==> src/hw/rtl/bcm_pkg.sv <==
// Shared types, codes and constants of the battery charge monitor.
package bcm_pkg;

  // Configuration register map, one word per register
  localparam int CfgAddrW = 4;

  typedef enum logic [1:0] {
    RegTickMs      = 2'd0,
    RegTimeoutMin  = 2'd1,
    RegTimeoutSec  = 2'd2,
    RegSleepOnUsb  = 2'd3
  } cfg_reg_e;

  typedef enum logic {
    OpTick     = 1'b0,
    OpActivity = 1'b1
  } op_e;

  typedef enum logic [1:0] {
    StUndet    = 2'd0,
    StCharging = 2'd1,
    StComplete = 2'd2,
    StAbsent   = 2'd3
  } charger_status_e;

  typedef enum logic [1:0] {
    PullNone = 2'd0,
    PullUp   = 2'd1,
    PullDown = 2'd2
  } pull_e;

  // Converter range that maps to 0..100 percent
  localparam int AdcLow  = 518;
  localparam int AdcHigh = 682;
  localparam int PctFull = 100;
  localparam int PctSpan = AdcHigh - AdcLow;
  localparam int PctW    = 7;
  localparam int AdcW    = 10;

  localparam int AvgSumW  = 13;
  localparam int MsPerMin = 60000;
  localparam int MsPerSec = 1000;
  localparam int LimitW   = 24;  // 255 min + 63 s in ms fits
  localparam int IdleW    = LimitW + 1;

  typedef logic [PctSpan-1:0][PctW-1:0] pct_lut_t;

  function automatic pct_lut_t build_pct_lut();
    pct_lut_t lut;
    for (int i = 0; i < PctSpan; i++) begin
      lut[i] = PctW'((i * PctFull) / PctSpan);
    end
    return lut;
  endfunction

  localparam pct_lut_t PctLut = build_pct_lut();

  typedef struct packed {
    logic            op;
    logic            stat_level;
    logic [AdcW-1:0] adc_sample;
    logic            usb_present;
  } bcm_in_t;

  typedef struct packed {
    logic [1:0]        pull_select;
    logic [1:0]        charger_status;
    logic signed [7:0] battery_percent;
    logic              sleep_request;
  } bcm_out_t;

endpackage

==> src/hw/rtl/battery_charge_monitor.sv <==
// Battery charge monitor: one input beat in per clock unless the result register is stalled.
// Each beat is a management tick or a user activity event. Every accepted beat yields exactly
// one result beat, held in the single result register from the cycle after acceptance; the
// block takes a new beat every clock as long as that register is empty or being drained in the
// same cycle, so the sustained rate is one item per cycle. Ticks step a four-phase probe of the
// charger status pin, feed the charge average unless the status reads absent, and advance the
// idle timer unless on USB power with sleep-on-USB off; activity events clear the timer only.
module battery_charge_monitor
  import bcm_pkg::*;
#(
  parameter int AVERAGE_COUNT = 8
) (
  input  logic                clk_i,
  input  logic                rst_ni,

  input  logic                in_valid_i,
  output logic                in_ready_o,
  input  bcm_in_t             in_data_i,

  output logic                out_valid_o,
  input  logic                out_ready_i,
  output bcm_out_t            out_data_o,

  input  logic                psel,
  input  logic                penable,
  input  logic                pwrite,
  input  logic [CfgAddrW-1:0] paddr,
  input  logic [31:0]         pwdata,
  output logic [31:0]         prdata,
  output logic                pready
);

  localparam int CntW     = $clog2(AVERAGE_COUNT + 1);
  // sum / AVERAGE_COUNT as a multiply by a rounded-up reciprocal; exact for any 13-bit sum
  localparam int DivShift = AvgSumW + 6;
  localparam int DivMulW  = DivShift + 1;
  localparam longint DivMul =
    ((longint'(1) << DivShift) + AVERAGE_COUNT - 1) / AVERAGE_COUNT;
  localparam int ProdW    = AvgSumW + DivMulW;

  typedef enum logic [1:0] {
    PhPullUp, PhReadUp, PhPullDown, PhReadDown
  } probe_phase_e;

  function automatic logic [LimitW-1:0] timeout_ms(logic [7:0] mins, logic [5:0] secs);
    return LimitW'(mins) * LimitW'(MsPerMin) + LimitW'(secs) * LimitW'(MsPerSec);
  endfunction

  // Configuration
  logic [15:0]       tick_ms_q;
  logic [7:0]        tmo_min_q;
  logic [5:0]        tmo_sec_q;
  logic              sleep_on_usb_q;
  logic [LimitW-1:0] limit_q;

  // Block state
  probe_phase_e      phase_q, phase_d;
  logic [1:0]        probe_sum_q, probe_sum_d;
  charger_status_e   status_q, status_d;
  pull_e             bias_q, bias_d;
  logic [AvgSumW-1:0] avg_sum_q, avg_sum_d;
  logic [CntW-1:0]   avg_cnt_q, avg_cnt_d;
  logic [PctW-1:0]   avg_res_q, avg_res_d;
  logic [IdleW-1:0]  idle_q, idle_d;

  logic              out_valid_q;
  bcm_out_t          out_data_q, out_data_d;

  logic              in_acc, cfg_wr;
  cfg_reg_e          cfg_idx;
  logic [AdcW-1:0]   adc_diff;
  logic [PctW-1:0]   pct;
  logic [AvgSumW-1:0] acc_sum;
  logic [CntW-1:0]   acc_cnt;
  logic [ProdW-1:0]  div_prod;
  logic [IdleW:0]    idle_sum;
  logic              sleep;

  assign in_ready_o  = !out_valid_q || out_ready_i;
  assign in_acc      = in_valid_i && in_ready_o;
  assign out_valid_o = out_valid_q;
  assign out_data_o  = out_data_q;

  assign pready  = 1'b1;
  assign cfg_wr  = psel && penable && pwrite;
  assign cfg_idx = cfg_reg_e'(paddr[CfgAddrW-1:2]);

  always_comb begin
    unique case (cfg_idx)
      RegTickMs:     prdata = {16'd0, tick_ms_q};
      RegTimeoutMin: prdata = {24'd0, tmo_min_q};
      RegTimeoutSec: prdata = {26'd0, tmo_sec_q};
      RegSleepOnUsb: prdata = {31'd0, sleep_on_usb_q};
      default:       prdata = 32'd0;
    endcase
  end

  // Percent from the converter reading: below range is 0, beyond the span clamps to full
  assign adc_diff = in_data_i.adc_sample - AdcW'(AdcLow);
  always_comb begin
    if (in_data_i.adc_sample < AdcW'(AdcLow)) begin
      pct = '0;
    end else if (adc_diff >= AdcW'(PctSpan)) begin
      pct = PctW'(PctFull);
    end else begin
      pct = PctLut[adc_diff[7:0]];
    end
  end

  assign acc_sum  = avg_sum_q + AvgSumW'(pct);
  assign acc_cnt  = avg_cnt_q + CntW'(1);
  assign div_prod = ProdW'(acc_sum) * ProdW'(DivMul);
  assign idle_sum = (IdleW+1)'(idle_q) + (IdleW+1)'(tick_ms_q);

  always_comb begin
    phase_d     = phase_q;
    probe_sum_d = probe_sum_q;
    status_d    = status_q;
    bias_d      = bias_q;
    avg_sum_d   = avg_sum_q;
    avg_cnt_d   = avg_cnt_q;
    avg_res_d   = avg_res_q;
    idle_d      = idle_q;
    sleep       = 1'b0;

    if (in_acc) begin
      if (op_e'(in_data_i.op) == OpActivity) begin
        idle_d = '0;
      end else begin
        unique case (phase_q)
          PhPullUp: begin
            probe_sum_d = '0;
            bias_d      = PullUp;
            phase_d     = PhReadUp;
          end
          PhReadUp: begin
            probe_sum_d = probe_sum_q + 2'(in_data_i.stat_level);
            phase_d     = PhPullDown;
          end
          PhPullDown: begin
            bias_d  = PullDown;
            phase_d = PhReadDown;
          end
          PhReadDown: begin
            probe_sum_d = probe_sum_q + 2'(in_data_i.stat_level);
            priority if (probe_sum_d == 2'd0) begin
              status_d = StCharging;
            end else if (probe_sum_d == 2'd2) begin
              status_d = StComplete;
            end else begin
              status_d = StAbsent;
            end
            phase_d = PhPullUp;
          end
          default: phase_d = PhPullUp;
        endcase

        // Hold the average while the charger reads absent
        if (status_d != StAbsent) begin
          if (acc_cnt >= CntW'(AVERAGE_COUNT)) begin
            avg_res_d = div_prod[DivShift +: PctW];
            avg_sum_d = '0;
            avg_cnt_d = '0;
          end else begin
            avg_sum_d = acc_sum;
            avg_cnt_d = acc_cnt;
          end
        end

        if (!in_data_i.usb_present || sleep_on_usb_q) begin
          if (idle_sum >= (IdleW+1)'(limit_q)) begin
            sleep  = 1'b1;
            idle_d = '0;
          end else begin
            idle_d = IdleW'(idle_sum);
          end
        end else begin
          idle_d = '0;
        end
      end
    end

    out_data_d.pull_select     = bias_d;
    out_data_d.charger_status  = status_d;
    out_data_d.battery_percent = (status_d == StAbsent) ? -8'sd1
                                                        : $signed({1'b0, avg_res_d});
    out_data_d.sleep_request   = sleep;
  end

  always_ff @(posedge clk_i or negedge rst_ni) begin
    if (!rst_ni) begin
      tick_ms_q      <= 16'd100;
      tmo_min_q      <= 8'd5;
      tmo_sec_q      <= '0;
      sleep_on_usb_q <= 1'b0;
      limit_q        <= timeout_ms(8'd5, 6'd0);
      phase_q        <= PhPullUp;
      probe_sum_q    <= '0;
      status_q       <= StUndet;
      bias_q         <= PullNone;
      avg_sum_q      <= '0;
      avg_cnt_q      <= '0;
      avg_res_q      <= '0;
      idle_q         <= '0;
      out_valid_q    <= 1'b0;
      out_data_q     <= '0;
    end else begin
      if (cfg_wr) begin
        unique case (cfg_idx)
          RegTickMs:     tick_ms_q <= pwdata[15:0];
          RegTimeoutMin: begin
            tmo_min_q <= pwdata[7:0];
            limit_q   <= timeout_ms(pwdata[7:0], tmo_sec_q);
          end
          RegTimeoutSec: begin
            tmo_sec_q <= pwdata[5:0];
            limit_q   <= timeout_ms(tmo_min_q, pwdata[5:0]);
          end
          RegSleepOnUsb: sleep_on_usb_q <= pwdata[0];
          default: ;
        endcase
      end

      phase_q     <= phase_d;
      probe_sum_q <= probe_sum_d;
      status_q    <= status_d;
      bias_q      <= bias_d;
      avg_sum_q   <= avg_sum_d;
      avg_cnt_q   <= avg_cnt_d;
      avg_res_q   <= avg_res_d;
      idle_q      <= idle_d;

      // Load a new result beat, or drop the one just taken
      if (in_acc) begin
        out_valid_q <= 1'b1;
        out_data_q  <= out_data_d;
      end else if (out_ready_i) begin
        out_valid_q <= 1'b0;
      end
    end
  end

endmodule

==> config.mk <==
export PLATFORM = sky130hd
export DESIGN_NAME = battery_charge_monitor
export DESIGN_NICKNAME = d
export VERILOG_FILES = /design/src/hw/rtl/bcm_pkg.sv /design/src/hw/rtl/battery_charge_monitor.sv
export SDC_FILE = /design/constraint.sdc
export NUM_CORES = 1
export LEC_CHECK = 0
export BUFFER_PORTS_ARGS = -buffer_cell sky130_fd_sc_hd__buf_2
export CORE_MARGIN = 3
export CORE_UTILIZATION = 53
export DETAILED_ROUTE_END_ITERATION = 16
export GPL_ROUTABILITY_DRIVEN = 0
export HOLD_SLACK_MARGIN = 0.1
export PLACE_DENSITY = 0.77
export SLEW_MARGIN = 30
export SYNTH_ARGS = -nofsm -noshare
export SYNTH_HDL_FRONTEND = slang
export SYNTH_SLANG_ARGS = --single-unit
==> constraint.sdc <==
create_clock -name clk_i -period 9.86 [get_ports clk_i]
set_input_delay 1.479 -clock clk_i [delete_from_list [all_inputs] [get_ports clk_i]]
set_output_delay 1.479 -clock clk_i [all_outputs]
set_load 0.1 [all_outputs]
; Word-level counts from Yosys, hierarchy flattened
; Memory sizes are Yosys's and may differ from the RTL's.
; Index checks and enable logic that the tools add are counted.
[classes]
n_addsub = 7
multipliers = 4
magnitude_cmp = 5
eq_ne = 9
mux = 32
bitwise = 1
n_reduce_logical = 22
[ops]
columns = op, n
row1 = one-hot mux 32 bit (4 select lines), 1
row2 = two-way mux 25 bit, 3
row3 = two-way mux 7 bit, 7
row4 = adder 24 x 16 -> 24 bit, 2
row5 = one-hot mux 24 bit (2 select lines), 1
row6 = multiplier 8 x 11 -> 19 bit (second input constant), 2
row7 = adder 25 x 16 -> 26 bit, 1
row8 = >= comparator 26 x 24 -> 1 bit, 1
row9 = multiplier 6 x 7 -> 13 bit (second input constant), 2
row10 = two-way mux 2 bit, 8
row11 = adder 13 x 7 -> 13 bit, 1
row12 = two-way mux 13 bit, 1
row13 = equality test 2 bit (second input constant), 6
row14 = AND reduction 2 bit, 6
row15 = >= comparator 10 x 8 -> 1 bit (second input constant), 1
row16 = < comparator 10 bit (second input constant), 1
row17 = subtractor 10 bit (second input constant), 1
row18 = < comparator 8 x 9 -> 1 bit (second input constant), 1
row19 = two-way mux 8 bit, 1
row20 = one-hot mux 2 bit (2 select lines), 2
row21 = one-hot mux 2 bit (4 select lines), 1
row22 = logical NOT 2 bit, 3
row23 = two-way mux 1 bit, 6
row24 = AND reduction 3 bit, 2
row25 = other kinds (12), 19
[word_totals]
ff_bits = 126
mem_bits_ro = 1792
out_inout_bits = 48
elab_cells = 99
mem_count = 1
[memory_table]
columns = memory, depth, width, read_ports, rd_clocked_by_memory_dff, wr, line_no
row1 = (name not given), 256, 7, 1, 0, 0, battery_charge_monitor.sv:106  ; pct = PctLut[adc_diff[7:0]];

; Depth between registers and ports, before layout
; Gate-level depths: netlist of run 1.
[depth]
ltp_word = 12
mapped_depth = 25

; Least setup slack after synthesis of run 1
; No wires, ideal clock.
[synth_timing]
path_type = input-to-reg
from = input pwdata[0]
to = register limit_q[23]
t_arrival_ps = 6222
required_ps = 9740
path_slack_ps = 3517
cell_stages = 25
path_cell_list = inv_1 > fa_1 > inv_1 > ha_1 > inv_1 > fa_1 > inv_1 > ha_1 > fa_1 > a21oi_1 > nor2_1 > nor2_1 > o21bai_1 > a21oi_1 > o21bai_1 > a21oi_1 > xnor2_1 > ha_1 > and2_1 > a22oi_1 > nand3b_1 > and2_2 > a2111oi_1 > a2111oi_1 > a41o_1
[synth_via]
elab_chain_len = 3
[synth_lines]
columns = item, line_no
row1 = from (decl), battery_charge_monitor.sv:28  ; input logic [31:0] pwdata,
row2 = multiplier 8 x 11 -> 19 bit or multiplier 6 x 7 -> 13 bit (tied branches), battery_charge_monitor.sv:46  ; return LimitW'(mins) * LimitW'(MsPerMin) + LimitW'(secs) * LimitW'(MsPerSec);
row3 = adder 24 x 16 -> 24 bit, battery_charge_monitor.sv:46
row4 = one-hot mux 24 bit (2 select lines) *, battery_charge_monitor.sv:209  ; unique case (cfg_idx)
row5 = to (signal assigned), battery_charge_monitor.sv:196  ; limit_q <= timeout_ms(8'd5, 6'd0);
row6 = to (signal assigned), battery_charge_monitor.sv:213  ; limit_q <= timeout_ms(pwdata[7:0], tmo_sec_q);
row7 = to (signal assigned), battery_charge_monitor.sv:217  ; limit_q <= timeout_ms(tmo_min_q, pwdata[5:0]);
row8 = to (decl), battery_charge_monitor.sv:54  ; logic [LimitW-1:0] limit_q;
; Mark *: on every way between the ends. The rest lies on a longest branch, timed or not.
; A chain may end at the register's enable or synchronous reset.

; Worst setup path after layout of run 1
; Ends and elaborated chain as after synthesis.

==> flow_summary.ini, run 1 <==
[hold_path]
hp-class = reg2reg

[yosys]
muxShareOfSynthArea_pct = 2.78
synth_top_family_by_area = adder cells
synthAdderAreaFrac_pct = 29.7
yosys.area_share.simple_pct = 13.0
synth_xor_area_share_pct = 6.18
ys_ff_latch = 120
synth_cells = 1713
synth_top_area_share_pct = 19.6
synth-edff-count = 0
syn_area_per_cell_sq_um = 8.67
synth-compound-area-share_pct = 19.4
synth_cell_type_count = 88
ys_warn_count = 0
synth-seq-area-share_pct = 20.3
synthArstFlopShare_pct = 100
synth_flop_cell = dfrtp_1
syn_area_sq_um = 14800
netlist.top_cell.by_area = ha_1
synthTopCellsByArea = ha_1, dfrtp_1, fa_1

[cts]
cts_max_path_buffers = 2
post_cts_resized = 0
cts_hold_buf = 0
cts_setup_buffers = 0
htreeDepth = 4
cts_sinks = 120
path_clk_slew_ps = 60
clock_latency_ps = 430
cts_tree = done
cts_root_buffer = clkbuf_16
cts_buffers = 17

[final_layout]
fin_util_pct = 58.7
most-common-layout-cells = inv_1, ha_1, nand2_1, dfrtp_1, nor2_1
drive_gt1_share_pct = 9.58
layout_commonest_cell = inv_1
layout.nets = 2114
syn_to_final_growth_pct = 7.76

[timing]
period_share_pct = 70.5
hold_viol = 0
slew_headroom_pct = 41.4
whs_ps = 466
min_period_ps = 6950
fmax_mhz = 144
final.setup.tns_ps = 0
skew_ps = 13.1
slew_viol_final = 0
worstMarginPinSlew_ps = 879
setup_viol = 0
rsz0062_at_grt = no

[run_status]
outcome = complete, no violations

[detailed_routing]
wirelength_mm = 34.2
final_antenna_net_count = 0
vias = 12201
drc = 0
dr.pass1.iters = 5
first_iter_violations = 954
post_drt_wl_per_cell_um = 16.0
viasPerCell = 5.71

[global_routing]
antenna_found_initial = 2
grt_pass1_vias = 11999
track_usage_pct = 23.1
grt_max_degree = 72
overflow = 0
grt_pass1_wl_mm = 58.0

[setup_path]
cp_top_family = adder cells
crit_top_cell = inv_1
cp-end-kind = flip-flop
critPathKind = in2reg
cp_slowest_cell = fa_1
timing.critical_path.buf_inv = 5
arrival_ps = 7310
path_max_fanout = 8
start_kind = input port
worstPathRequired_ps = 10220
critPathMaxStageDelay_ps = 570

[floorplanning]
start_util_pct = 54.5
dieWidth_um = 173
ios = 104
die_area_sq_um = 30100
rows = 60
die_y_um = 173
core_sq_um = 27300

[run]
cap_violations = 0

[place]
portBuffers = 68
dp_hpwl_mm = 27.4
## through the flow
stage          instance area [sq um]  cells  setup WS (ps)
4_1_cts                        16000   2136           2900
6_report                       16000   2138           2910
5_1_grt                        16000   2138           2500
2_1_floorplan                  14900   1728           3520
3_3_place_gp                   15400   2104           2620
3_5_place_dp                   15400   2104           2470
## cell families (layout without fill, tap and decap cells)
| group | after synthesis | after routing |
|---|---|---|
| AO/OA/AOI/OAI | 432 | 432 |
| AND/OR/NAND/NOR | 400 | 400 |
| buffers and inverters | 314 | 350 |
| adder cells (fa/ha/maj) | 308 | 308 |
| flip-flops | 120 | 120 |
| XOR/XNOR | 103 | 103 |
| multiplexers | 34 | 34 |
| other | 2 | 19 |
## sequential cells by signal, indices dropped and copies added, names as in the netlist
name / count
limit_q: 21
tmo_sec_q: 6
out_data_o: 13
out_valid_o: 1
phase_q: 2
avg_cnt_q: 4
tmo_min_q: 8
avg_sum_q: 10
tick_ms_q: 16
avg_res_q: 7
bias_q: 2
probe_sum_q: 2
status_q: 2
idle_q: 25
sleep_on_usb_q: 1
## tightest hold or removal path, cell delays in order (launching register included)
cell,delay (ps)
dfrtp_1,330
nand2_1,50
nand2_1,50
## layout make-up
class | instances | area [sq um]
Clock buffer | 18 | 439
Clock inverter | 14 | 135
Sequential cell | 120 | 3020
Inverter | 240 | 901
Multi-Input combinational cell | 1294 | 10600
Fill cell | 2354 | 11300
Timing Repair Buffer | 78 | 418
Antenna cell | 2 | 5.00
Tap cell | 372 | 465
## per-layer routing
metal  vias up  track usage, %  share of wire [%]
met3        65            3.44                5.7
met2       377            37.3                 46
met1      5768            31.6                 45
met4         0            8.11                3.4
met5         -               0                  0
li1       5991               -                  -
## Yosys cell counts, types with 31 or more instances
master	instances
a22o_1	32
ha_1	233
o21ai_0	87
nand2_1	121
a21oi_1	91
clkbuf_1	46
dfrtp_1	107
xor2_1	32
nor2_1	105
inv_1	239
fa_1	74
xnor2_1	69
a21o_1	31
## worst paths after layout
check	slack, ps	startpoint	cells past startpoint	to
hold reg to reg	470	out_data_o[9]	2	out_data_o[9]
min in group asynchronous	1070	rst_ni	1	out_data_o[2]
setup reg to reg	4120	tmo_sec_q[2]	23	limit_q[22]
setup / recovery	2910	pwdata[0]	26	limit_q[23]
max in group asynchronous	7470	rst_ni	2	idle_q[3]
hold / removal	470	out_data_o[9]	2	out_data_o[9]
Power of run 1 is left out: the tool's default activity adds up to more than one toggle a clock period on the data nets, which glitch-free logic cannot reach.
==> run 2: changes to the inputs <==
Settings changed: ABC_AREA set to 1, PLACE_DENSITY 0.77 to 0.8.
Clock period 9.86 ns to 5.8 ns, I/O delays scaled along.
==> run 2 against run 1 <==
Compared with the run above: wire length increased by 13%; register-to-register slack got worse by 3700 ps; first-iteration DRC count increased by 12%; synthesized cell count increased by 24%; core utilization increased by 0.82 points; sequential share of layout area decreased by 0.86 points; cell area increased by 4.8%; global-route usage increased by 2.2 points; flip-flop and latch count unchanged; critical endpoint is now limit_q[22].
==> flow_summary.ini, run 2 <==
[hold_path]
hp-class = reg2reg
min_to = limit_q[23]
hold_depth = 2
min-delay-start = limit_q[23]

[timing]
setup_viol = 0
final.setup.tns_ps = 0
skew_ps = 10.1
slew_viol_final = 0
slew_headroom_pct = 41.0
rsz0062_at_grt = no
fmax_mhz = 187
worstMarginPinSlew_ps = 883
period_share_pct = 92.2
hold_viol = 0
min_period_ps = 5350
whs_ps = 481

[cts]
cts_hold_buf = 0
cts_max_path_buffers = 2
clock_latency_ps = 430
path_clk_slew_ps = 60
htreeDepth = 4
cts_sinks = 120
cts_root_buffer = clkbuf_16
cts_tree = done
cts_buffers = 17
post_cts_resized = 0
cts_setup_buffers = 0

[yosys]
synth_cells = 2126
synth-seq-area-share_pct = 19.6
netlist_top_cells_count = nand2_1, inv_1, ha_1
syn_area_per_cell_sq_um = 7.23
ys_warn_count = 0
netlist.top_cell.by_area = ha_1
synthTopCellsByArea = ha_1, dfrtp_1, nand2_1
synth_top_area_share_pct = 19.0
synth-edff-count = 0
synth.most_common_cell = nand2_1
synth_cell_type_count = 56
ys_ff_latch = 120
synth_flop_cell = dfrtp_1
syn_area_sq_um = 15400
synthArstFlopShare_pct = 100

[setup_path]
r2r_start = tmo_sec_q[3]
critPathKind = reg2reg
critPathMaxStageDelay_ps = 700
r2r.worst_path.cells = 26
worstPathRequired_ps = 6180
r2r_end = limit_q[22]
arrival_ps = 5720
crit_top_cell = nand2_1
timing.critical_path.buf_inv = 2
start_kind = flip-flop
rrSetupSlack_ps = 450
cp-end-kind = flip-flop
path_max_fanout = 5
cp_slowest_cell = fa_1
cp_top_family = adder cells

[final_layout]
syn_to_final_growth_pct = 9.09
top_register = idle_q
layout_commonest_cell = nand2_1
most-common-layout-cells = nand2_1, inv_1, ha_1, o21ai_0, nor2_1
layout.nets = 2562
fin_util_pct = 59.5
largestRegisters = idle_q: 25 flops, limit_q: 21 flops, tick_ms_q: 16 flops
drive_gt1_share_pct = 9.00
largest_reg_flops = 25
num_antenna_cells = 0

[run_status]
outcome = complete, no violations

[detailed_routing]
wirelength_mm = 38.7
dr.pass1.iters = 6
vias = 14056
final_antenna_net_count = 0
viasPerCell = 5.43
post_drt_wl_per_cell_um = 14.9
first_iter_violations = 1073
drc = 0

[floorplanning]
start_util_pct = 54.6
die_y_um = 176
ios = 104
dieWidth_um = 176
die_area_sq_um = 31100
rows = 61
core_sq_um = 28200

[global_routing]
grt_pass1_vias = 13915
grt_max_degree = 69
overflow = 0
grt_pass1_wl_mm = 64.6
antenna_found_initial = 0
track_usage_pct = 25.2

[place]
portBuffers = 68
dp_hpwl_mm = 31.2

[run]
cap_violations = 0
==> run 2: cell families after synthesis <==
logic type,Yosys count,synth area share [%]
AO/OA/AOI/OAI,353,12.7
XOR/XNOR,80,4.80
adder cells (fa/ha/maj),307,28.6
buffers and inverters,458,11.8
flip-flops,120,19.6
multiplexers,8,0.586
other,2,0.0489
AND/OR/NAND/NOR,798,21.8
==> run 2: worst max-delay path by stage <==
stage               cells after the start    startpoint     endpoint
floorplan                              28     pwdata[0]  limit_q[22]
global placement                       29     pwdata[0]  limit_q[19]
detailed placement                     29     pwdata[0]  limit_q[19]
CTS                                    27  tmo_sec_q[3]  limit_q[22]
global route                           27  tmo_sec_q[3]  limit_q[22]
finish                                 26  tmo_sec_q[3]  limit_q[22]
==> run 2: layout make-up <==
class | instances | area [sq um]
Fill cell | 2469 | 11400
Multi-Input combinational cell | 1563 | 10600
Clock buffer | 18 | 439
Tap cell | 378 | 473
Clock inverter | 14 | 209
Timing Repair Buffer | 90 | 508
Sequential cell | 120 | 3020
Inverter | 407 | 1530
==> run 2: tightest hold or removal path: stages (launching register included) <==
cell and delay, ps:
dfrtp_1 340, nand2_1 60, nand2_1 50
==> run 2: metrics by stage <==
| stage | cells | area [sq um] | setup slack, ps |
|---|---|---|---|
| 5_1_grt | 2590 | 16800 | 58.6 |
| 3_5_place_dp | 2558 | 16100 | 157 |
| 4_1_cts | 2590 | 16800 | 453 |
| 3_3_place_gp | 2558 | 16100 | 250 |
| 6_report | 2590 | 16800 | 454 |
| 2_1_floorplan | 2141 | 15400 | 606 |
==> run 2: metal layers <==
metal	track usage [%]	routed length, um	part of all wire (%)	vias up
met3	3.78	2480	6.4	81
li1	-	-	-	6899
met4	9.30	1200	3.1	0
met1	31.7	16300	42	6624
met5	0	0	0	-
met2	43.9	18800	48	452
Power of run 2 is left out for the same reason.
==> run 3: changes to the inputs <==
Settings changed: CTS_CLUSTER_DIAMETER set to 30, PLACE_DENSITY 0.8 to 0.77, RECOVER_POWER set to 25.
Clock period 5.8 ns to 5.18 ns, I/O delays scaled along.
==> run 3 against run 2 <==
Compared with the run above: the flow now finishes with violations (max-capacitance violations, max-slew violations); first-iteration DRC count down 18%; clock skew about the same; hold slack lost 0.93 ps; fmax is 4.8% higher; via count grew 2.7%; flip-flop and latch count stayed put; critical endpoint is now limit_q[20]; largest cell class unchanged.
==> flow_summary.ini, run 3 (synthesis results as in run 2) <==
[cts]
cts_hold_buf = 0
cts_sinks = 120
cts_max_path_buffers = 2
htreeDepth = 4
cts_tree = done
cts_root_buffer = clkbuf_16
clock_latency_ps = 430
path_clk_slew_ps = 60
cts_buffers = 17

[floorplanning]
core_sq_um = 28200
die_area_sq_um = 31100
dieWidth_um = 176
die_y_um = 176
rows = 61
start_util_pct = 54.6
ios = 104

[detailed_routing]
final_antenna_net_count = 0
first_iter_violations = 885
drc = 0
vias = 14437
wirelength_mm = 39.9
viasPerCell = 5.42
dr.pass1.iters = 5
post_drt_wl_per_cell_um = 15.0

[setup_path]
start_kind = flip-flop
r2r.worst_path.cells = 25
critPathMaxStageDelay_ps = 660
r2r_start = tmo_sec_q[3]
critPathKind = reg2reg
r2r_end = limit_q[20]
rrSetupSlack_ps = 80
startpoint = tmo_sec_q[3]
worstPathRequired_ps = 5490
cp-end-kind = flip-flop
arrival_ps = 5410
path_max_fanout = 3
cp_slowest_cell = fa_2

[final_layout]
most-common-layout-cells = nand2_1, inv_1, ha_1, o21ai_0, nor2_1
largestRegisters = idle_q: 25 flops, limit_q: 21 flops, tick_ms_q: 16 flops
num_antenna_cells = 0
largest_reg_flops = 25
fin_util_pct = 62.0
syn_to_final_growth_pct = 13.7
layout.nets = 2637
layout_commonest_cell = nand2_1
drive_gt1_share_pct = 14.0
top_register = idle_q

[hold_path]
hp-class = reg2reg
min-delay-start = out_data_o[0]
hold_depth = 2
min_to = out_data_o[0]

[place]
portBuffers = 68
dp_hpwl_mm = 31.7
post-place-ws_ps = -269

[timing]
skew_ps = 10.4
worstMarginPinSlew_ps = 3640
fmax_mhz = 196
period_share_pct = 98.4
setup_ws_ps = 80.9
rsz0062_at_grt = yes
hold_viol = 0
min_period_ps = 5100
final.setup.tns_ps = 0
setup_viol = 0
slew_viol_final = 68
slew_headroom_pct = -143

[global_routing]
grt_max_degree = 68
track_usage_pct = 25.5
overflow = 0
antenna_found_initial = 0
grt_pass1_vias = 13840
grt_pass1_wl_mm = 65.5

[run_status]
violations = max-capacitance violations, max-slew violations
outcome = complete, but fails checks

[run]
cap_violations = 1
==> run 3: changes by cell type in the layout (fill, tap and decap cells not counted), moves of 7 or more <==
cell     previous run  this run
a21oi_1           117       106
a21oi_2             1        11
buf_4              23        97
nand2_1           503       496
nand2_2             8        15
nand3_1           106        99
nand3_2             4        11
==> run 3: worst max path at each step <==
stage,to,slack (ps),depth (start not counted)
after detailed placement,limit_q[22],-270,29
after global routing,limit_q[22],-140,29
after CTS,limit_q[22],20,27
after floorplan,limit_q[22],80,28
final,limit_q[20],80,25
after global placement,limit_q[20],-200,28
==> run 3: metal layers <==
metal / up-vias / GRT usage (%) / wire (um) / share of wire, %
li1: 7037 / - / - / -
met1: 6826 / 33.0 / 16800 / 42
met2: 483 / 45.2 / 19600 / 49
met3: 91 / 2.71 / 2410 / 6.0
met4: 0 / 7.32 / 1060 / 2.6
met5: - / 0 / 0 / 0
==> run 3: timing repair <==
item,in CTS,in global routing
pin swaps,3,33
hold endpoints to repair,0,0
resized for setup,4,56
setup endpoints to repair,4,9
setup buffers,1,8
==> run 3: layout make-up <==
class | instances | area (sq um)
multi-input cells | 1563 | 10800
fillers | 2469 | 10700
flip-flops and latches | 120 | 3020
inverters | 407 | 1530
repair buffers | 165 | 1070
well taps | 378 | 473
clock buffers | 19 | 443
clock inverters | 13 | 125
==> run 3: metrics by stage <==
step | hold slack [ps] | instances | area [sq um]
finish | 480 | 2665 | 17500
detailed placement | 462 | 2624 | 16600
floorplan | 449 | 2141 | 15400
global placement | 461 | 2624 | 16600
CTS | 484 | 2657 | 17200
global route | 516 | 2665 | 17500
==> run 3: worst max-delay path, delay by kind of cell (launching register included) <==
| kind | cells | cell delay [ps] |
|---|---|---|
| compound gates | 7 | 990 |
| xor+xnor | 1 | 120 |
| fa+ha+maj | 5 | 2320 |
| buf+inv | 3 | 220 |
| flops | 1 | 410 |
| simple gates | 9 | 930 |
Power of run 3 is left out for the same reason.
